[config.mk]
export PLATFORM = sky130hd
export DESIGN_NAME = ifs_field_splitter
export DESIGN_NICKNAME = d
export VERILOG_FILES = /design/src/rtl/core/ifs_pkg.sv /design/src/rtl/core/ifs_classifier.sv /design/src/rtl/core/ifs_field_splitter.sv
export SDC_FILE = /design/constraint.sdc
export NUM_CORES = 1
export LEC_CHECK = 0
export ABC_AREA = 0
export BUFFER_PORTS_ARGS = -buffer_cell sky130_fd_sc_hd__buf_2
export CORE_ASPECT_RATIO = 0.5
export CORE_UTILIZATION = 50
export CTS_CLUSTER_DIAMETER = 150
export DETAILED_ROUTE_END_ITERATION = 10
export PLACE_DENSITY = 0.76
export SLEW_MARGIN = 30
export SYNTH_ARGS = -nofsm -noshare
export SYNTH_HDL_FRONTEND = slang
export SYNTH_SLANG_ARGS = --single-unit
[constraint.sdc]
create_clock -name clock -period 4.2 [get_ports clock]
set_input_delay 0.63 -clock clock [delete_from_list [all_inputs] [get_ports clock]]
set_output_delay 0.63 -clock clock [all_outputs]
set_load 0.01 [all_outputs]
[src/rtl/core/ifs_pkg.sv]
// Shared types and constants for the IFS field splitter.
package ifs_pkg;

   // Widths fixed by the stream format
   localparam int unsigned BYTE_W  = 8;
   localparam int unsigned COUNT_W = 16;
   localparam int unsigned MASK_W  = 64;
   localparam int unsigned CSR_IDX_W = 2;

   // Character codes; space, tab and newline are white IFS when their mask bit is set
   localparam logic [BYTE_W-1:0] CHAR_SPACE   = 8'h20;
   localparam logic [BYTE_W-1:0] CHAR_TAB     = 8'h09;
   localparam logic [BYTE_W-1:0] CHAR_NEWLINE = 8'h0A;
   localparam logic [BYTE_W-1:0] CHAR_NUL     = 8'h00;

   localparam logic [COUNT_W-1:0] COUNT_MAX = 16'hFFFF;

   // Mask register indexes
   localparam logic [CSR_IDX_W-1:0] CSR_MASK_0 = 2'd0;
   localparam logic [CSR_IDX_W-1:0] CSR_MASK_1 = 2'd1;
   localparam logic [CSR_IDX_W-1:0] CSR_MASK_2 = 2'd2;
   localparam logic [CSR_IDX_W-1:0] CSR_MASK_3 = 2'd3;

   // Reset of mask 0: tab, newline and space
   localparam logic [MASK_W-1:0] MASK_0_RESET = 64'h0000_0001_0000_0600;
   localparam logic [MASK_W-1:0] MASK_N_RESET = 64'h0;

   // Input action codes
   localparam logic ACT_BYTE = 1'b0;
   localparam logic ACT_END  = 1'b1;

   // Byte class
   typedef enum logic [1:0] {
      CLS_OTHER    = 2'd0,
      CLS_WHITE    = 2'd1,
      CLS_NONWHITE = 2'd2
   } cls_type;

   // Splitter mode, one-hot
   typedef enum logic [3:0] {
      MODE_LEAD       = 4'b0001,
      MODE_FIELD      = 4'b0010,
      MODE_DELIM_PRE  = 4'b0100,
      MODE_DELIM_POST = 4'b1000
   } mode_type;

   typedef struct packed {
      logic              action;
      logic [BYTE_W-1:0] text_byte;
   } req_payload_type;

   typedef struct packed {
      logic               has_byte;
      logic [BYTE_W-1:0]  out_byte;
      logic               field_end;
      logic               text_end;
      logic [COUNT_W-1:0] field_total;
   } rsp_payload_type;

endpackage

[src/rtl/core/ifs_classifier.sv]
// IFS mask registers and byte classification.
module ifs_classifier (
   input  logic                             clock,
   input  logic                             reset,
   input  logic                             csr_we,
   input  logic [ifs_pkg::CSR_IDX_W-1:0]    csr_index,
   input  logic [ifs_pkg::MASK_W-1:0]       csr_wdata,
   input  logic [ifs_pkg::BYTE_W-1:0]       text_byte,
   output ifs_pkg::cls_type                 byte_cls
);

   logic [ifs_pkg::MASK_W-1:0] mask0_ff, mask1_ff, mask2_ff, mask3_ff;
   logic [4*ifs_pkg::MASK_W-1:0] mask_all;
   logic is_member;
   logic is_white;

   // Mask register writes
   always_ff @(posedge clock) begin
      if (reset) begin
         mask0_ff <= ifs_pkg::MASK_0_RESET;
         mask1_ff <= ifs_pkg::MASK_N_RESET;
         mask2_ff <= ifs_pkg::MASK_N_RESET;
         mask3_ff <= ifs_pkg::MASK_N_RESET;
      end else if (csr_we) begin
         unique case (csr_index)
            ifs_pkg::CSR_MASK_0: mask0_ff <= csr_wdata;
            ifs_pkg::CSR_MASK_1: mask1_ff <= csr_wdata;
            ifs_pkg::CSR_MASK_2: mask2_ff <= csr_wdata;
            ifs_pkg::CSR_MASK_3: mask3_ff <= csr_wdata;
            default: ;
         endcase
      end
   end

   // One bit per byte value, bit n for value n
   assign mask_all  = {mask3_ff, mask2_ff, mask1_ff, mask0_ff};
   assign is_member = mask_all[text_byte];
   assign is_white  = (text_byte == ifs_pkg::CHAR_SPACE) ||
                      (text_byte == ifs_pkg::CHAR_TAB) ||
                      (text_byte == ifs_pkg::CHAR_NEWLINE);

   always_comb begin
      if (!is_member)    byte_cls = ifs_pkg::CLS_OTHER;
      else if (is_white) byte_cls = ifs_pkg::CLS_WHITE;
      else               byte_cls = ifs_pkg::CLS_NONWHITE;
   end

endmodule

[src/rtl/core/ifs_field_splitter.sv]
// Top level of the IFS field splitter: input register, split logic, result register.
//
//  channel | direction | handshake            | payload
//  req     | in        | req_valid/req_ready  | ifs_pkg::req_payload_type
//  rsp     | out       | rsp_valid/rsp_ready  | ifs_pkg::rsp_payload_type
//  csr     | in        | csr_we (no wait)     | csr_index, csr_wdata (64 bit)
//
// One byte per cycle sustained while rsp_ready holds; a transfer loads the input register, and
// its result loads the result register when the held item advances.
// Synchronous active-high reset clears both valids, mode and count, and restores the masks.
// A stalled result holds the result register; the input register drains into it
// as soon as it is taken, so back-to-back transfers continue without a bubble.
module ifs_field_splitter (
   input  logic                            clock,
   input  logic                            reset,
   input  logic                            req_valid,
   output logic                            req_ready,
   input  ifs_pkg::req_payload_type        req_payload,
   output logic                            rsp_valid,
   input  logic                            rsp_ready,
   output ifs_pkg::rsp_payload_type        rsp_payload,
   input  logic                            csr_we,
   input  logic [ifs_pkg::CSR_IDX_W-1:0]   csr_index,
   input  logic [ifs_pkg::MASK_W-1:0]      csr_wdata
);

   logic                          req_valid_ff;
   ifs_pkg::req_payload_type      req_data_ff;
   logic                          rsp_valid_ff, rsp_valid_in;
   ifs_pkg::rsp_payload_type      rsp_data_ff, rsp_data_in;
   ifs_pkg::mode_type             mode_ff, mode_in;
   logic [ifs_pkg::COUNT_W-1:0]   count_ff, count_in;
   logic [ifs_pkg::COUNT_W-1:0]   count_sat;
   ifs_pkg::cls_type              byte_cls;
   logic                          emit;
   logic                          advance;

   ifs_classifier u_classifier (
      .clock     (clock),
      .reset     (reset),
      .csr_we    (csr_we),
      .csr_index (csr_index),
      .csr_wdata (csr_wdata),
      .text_byte (req_data_ff.text_byte),
      .byte_cls  (byte_cls)
   );

   // Handshake: held item moves on when the result register is free or draining
   assign advance   = req_valid_ff && (!rsp_valid_ff || rsp_ready);
   assign req_ready = !req_valid_ff || advance;
   assign rsp_valid = rsp_valid_ff;
   assign rsp_payload = rsp_data_ff;

   assign count_sat = (count_ff == ifs_pkg::COUNT_MAX) ? count_ff
                                                      : count_ff + 1'b1;

   // Split rule for the held item
   always_comb begin
      emit        = 1'b0;
      rsp_data_in = '0;
      mode_in     = mode_ff;
      count_in    = count_ff;
      if (req_data_ff.action == ifs_pkg::ACT_END) begin
         emit                 = 1'b1;
         rsp_data_in.text_end = 1'b1;
         if (mode_ff == ifs_pkg::MODE_FIELD) begin
            rsp_data_in.field_end   = 1'b1;
            rsp_data_in.field_total = count_sat;
         end else begin
            rsp_data_in.field_total = count_ff;
         end
         mode_in  = ifs_pkg::MODE_LEAD;
         count_in = '0;
      end else if (req_data_ff.text_byte != ifs_pkg::CHAR_NUL) begin
         case (byte_cls)
            ifs_pkg::CLS_OTHER: begin
               emit                 = 1'b1;
               rsp_data_in.has_byte = 1'b1;
               rsp_data_in.out_byte = req_data_ff.text_byte;
               mode_in              = ifs_pkg::MODE_FIELD;
            end
            ifs_pkg::CLS_WHITE: begin
               if (mode_ff == ifs_pkg::MODE_FIELD) begin
                  emit                  = 1'b1;
                  rsp_data_in.field_end = 1'b1;
                  count_in              = count_sat;
                  mode_in               = ifs_pkg::MODE_DELIM_PRE;
               end
            end
            default: begin
               // non-white IFS: joins a pending white delimiter, else closes a field
               mode_in = ifs_pkg::MODE_DELIM_POST;
               if (mode_ff != ifs_pkg::MODE_DELIM_PRE) begin
                  emit                  = 1'b1;
                  rsp_data_in.field_end = 1'b1;
                  count_in              = count_sat;
               end
            end
         endcase
      end
   end

   assign rsp_valid_in = advance ? emit : (rsp_valid_ff && !rsp_ready);

   // Control registers
   always_ff @(posedge clock) begin
      if (reset) begin
         req_valid_ff <= 1'b0;
         rsp_valid_ff <= 1'b0;
         mode_ff      <= ifs_pkg::MODE_LEAD;
         count_ff     <= '0;
      end else begin
         if (req_ready) req_valid_ff <= req_valid;
         rsp_valid_ff <= rsp_valid_in;
         if (advance) begin
            mode_ff  <= mode_in;
            count_ff <= count_in;
         end
      end
   end

   // Payload registers
   always_ff @(posedge clock) begin
      if (req_valid && req_ready) req_data_ff <= req_payload;
      if (advance && emit)        rsp_data_ff <= rsp_data_in;
   end

endmodule

==> metrics.csv <==
metric,value,unit
CP max FO,19,
drt pass-1 iters,6,
row cnt,42,
startpoint types,flop,
largest net degree at the start of global routing,139,
Placed Cells,2037,
first-pass GRT wire length,62040,µm
fin cells,2086,
DPL Wire Length,25900,µm
"Clk Latency, worst-skew pair",0.56,ns
Lkg Pwr,5.559,nW
Overall Global Routing Usage,27.41,%
Worst path most repeated cell,buf_12,
syn avg cell area,8.488,µm²
final core area utilization,58.25,%
met2 wire length,17460,µm
largest area contributor in the netlist,dfxtp_1,
Sink Count,314,
DIE AREA,28620,µm²
crit-path cells,"buf_12, buf_12, mux4_2, mux2i_1, o221ai_1, o31a_1, o31ai_1, o211ai_2, a21oi_1, nor2_1, nor2_2, buf_4",
Filler cells,2408,
DR WL/cell,18.80,µm
Reg2Reg Depth,12,
number of synthesized register bits,314,
worst min path class,primary input to flop,
via count,12080,
port bufs,108,
vias in the first global route,11180,
CP required,4.44,ns
synth top area cells,"dfxtp_1 40%, nand2_1 15%, a21oi_1 10%",
number of DRC markers in iteration 0,1167,
H-Tree Depth,1,
fmax,269.8,MHz
Initial Util,51.86,%
Critical Path End Type,flop,
share of layout cells above drive strength 1,14.49,%
Least-Margin Pin Slew,0.8197,ns
warning count from the yosys run,0,
final period demand of the worst path,3.706,ns
R2R Path End,rsp_payload[15],
area share of the largest cell type after synthesis,39.88,%
root buf cell,clkbuf_16,
number of synthesized flops with an enable pin,36,
die width,238.3,µm
CTS buffer count,27,
setup_tns,0,ns
uppermost layer routed,met4,
max_cap viols,0,
post-synth cell types,72,
CP endpoint,rsp_payload[15],
"Net Count, Synth",1725,
RSZ-0062 raised after global routing,false,
Remaining DRCs,0,
outcome,"complete, no violations",
Post-CTS Hold Fix Bufs,0,
Placeable Area,26910,µm²
initial antenna violation count,0,
relative slew slack,45.35,%
fin crit share,88.23,%
wire length on met3,3578,µm
Syn Inst Count,1644,
min-delay src,req_payload[4],
flop-to-flop setup slack,0.49,ns
Multi-input gate area,6634,µm²
endpoints failing setup,0,
crit path launch,req_data_ff[0],
Final Hold Fails,0,
register area share after synthesis,47.63,%
met1 wire length,17060,µm
nets,1773,
CTS tree,done,
commonest register cell after synthesis,dfxtp_1,
IO Pins,109,
postcts setup bufs,0,
Worst IR Drop VDD,0.2815,mV
Crit Reg-Reg Startpoint,req_data_ff[0],
crit path kind,flop to flop,
final antenna-violating net count,0,
Vias/cell,5.790,
die height,120.1,µm
worst clock skew,0.01252,ns
"CTS clk-pin slew, worst paths",0.07,ns
global route overflow,0,
Synth-to-Final Area Change,12.32,%
Synth async-reset ratio,0,%
Sequential cell area,6646,µm²
Crit-path slowest cell,edfxtp_1,
PD cells,413.7,nW/µm²
Post-CTS Resized,0,
WP data arrival,3.94,ns
clk buf depth,3,
final wirelength,39220,µm
Crit path largest cell delay,0.56,ns
ANT cells,0,
Mapped Area,13950,µm²
GP Congestion,0.9260,
Slew Limit Fails,0,
cell usage after synthesis (9+ instances only):
| master | number |
|---|---|
| a22oi_1 | 11 |
| nor2_1 | 34 |
| nand2_1 | 566 |
| and2_1 | 12 |
| clkbuf_1 | 95 |
| edfxtp_1 | 36 |
| a31oi_1 | 9 |
| o211ai_1 | 9 |
| nand4_1 | 10 |
| nor3_1 | 16 |
| buf_6 | 10 |
| nand3_1 | 30 |
| dfxtp_1 | 278 |
| o21ai_0 | 13 |
| inv_1 | 19 |
| mux2i_1 | 46 |
| mux4_2 | 41 |
| a21oi_1 | 283 |
sequential cells by signal (all words and copies together), names as in the netlist, 4 cells and up:
register and count:
u_classifier.mask0_ff 64, u_classifier.mask1_ff 64, u_classifier.mask2_ff 64, u_classifier.mask3_ff 64
rsp_payload 27, count_ff 16, req_data_ff 9, mode_ff 4
per-stage QoR:
| step | hold WS (ns) | area [µm²] | setup WS, ns | total power [W] |
|---|---|---|---|---|
| 4_1_cts | 0.2359 | 15670 | 0.5351 | 0.006491 |
| 6_report | 0.2491 | 15670 | 0.4942 | 0.006485 |
| 2_1_floorplan | 0.4315 | 13950 | 0.3062 | 0.003650 |
| 5_1_grt | 0.2352 | 15670 | 0.2783 | 0.006686 |
| 3_3_place_gp | 0.4376 | 14700 | 0.6479 | 0.003867 |
| 3_5_place_dp | 0.4423 | 14730 | 0.5973 | 0.003879 |
kinds of logic (layout without fill, tap and decap cells):
family / Yosys count / after routing / share of synthesized area, %
DFF: 314 / 314 / 47.63
muxes: 92 / 92 / 10.86
and+or+nand+nor: 719 / 719 / 21.31
buffers and inverters: 146 / 214 / 5.012
xor gates and xnor gates: 6 / 6 / 0.3766
adders and majority gates: 1 / 1 / 0.08965
AOI/OAI and AO/OA: 366 / 366 / 14.72
routing by layer:
metal	global-route usage, %	vias up
met2	42.51	503
met5	0	-
li1	-	5736
met1	38.24	5750
met4	7.732	0
met3	6.372	89
worst min path at each step:
stage,end,cells past startpoint
after floorplan,u_classifier.mask0_ff[53],2
after global placement,u_classifier.mask1_ff[48],2
after detailed placement,u_classifier.mask1_ff[50],2
after CTS,req_data_ff[3],1
after global routing,req_data_ff[8],1
final,req_data_ff[4],1
final cells by class:
| class | instances | share of cell area [%] |
|---|---|---|
| inverter | 19 | 0.4550 |
| clock buffer | 41 | 5.237 |
| tap | 374 | 2.986 |
| timing repair buffer | 146 | 5.835 |
| sequential | 314 | 42.40 |
| multi-input combinational | 1184 | 42.32 |
| clock inverter | 8 | 0.7584 |
worst max-delay path: cells and delay by family (launching register included):
| family | cells | cell delay [ns] |
|---|---|---|
| AOI/OAI and AO/OA | 5 | 1.10 |
| buffers and inverters | 3 | 0.71 |
| DFF | 1 | 0.56 |
| muxes | 2 | 0.77 |
| and+or+nand+nor | 2 | 0.22 |
cell usage in the layout (no fill, tap or decap), types with 12 or more instances in the layout:
cell       instances
clkbuf_16         29
buf_2            107
nor2_1            32
a21oi_1          283
and2_1            12
inv_1             19
nand3_1           29
o21ai_0           13
nand2_1          566
mux4_2            41
edfxtp_1          36
nor3_1            16
buf_4             32
dfxtp_1          278
mux2i_1           46
power by group:
group | internal [W] | switching (W) | total, W
Clock | 0.00153 | 0.00112 | 0.00266
Sequential | 0.00314 | 0.0000767 | 0.00322
Combinational | 0.000223 | 0.000388 | 0.000611
Note: power is estimated with default switching activity, not from simulation.
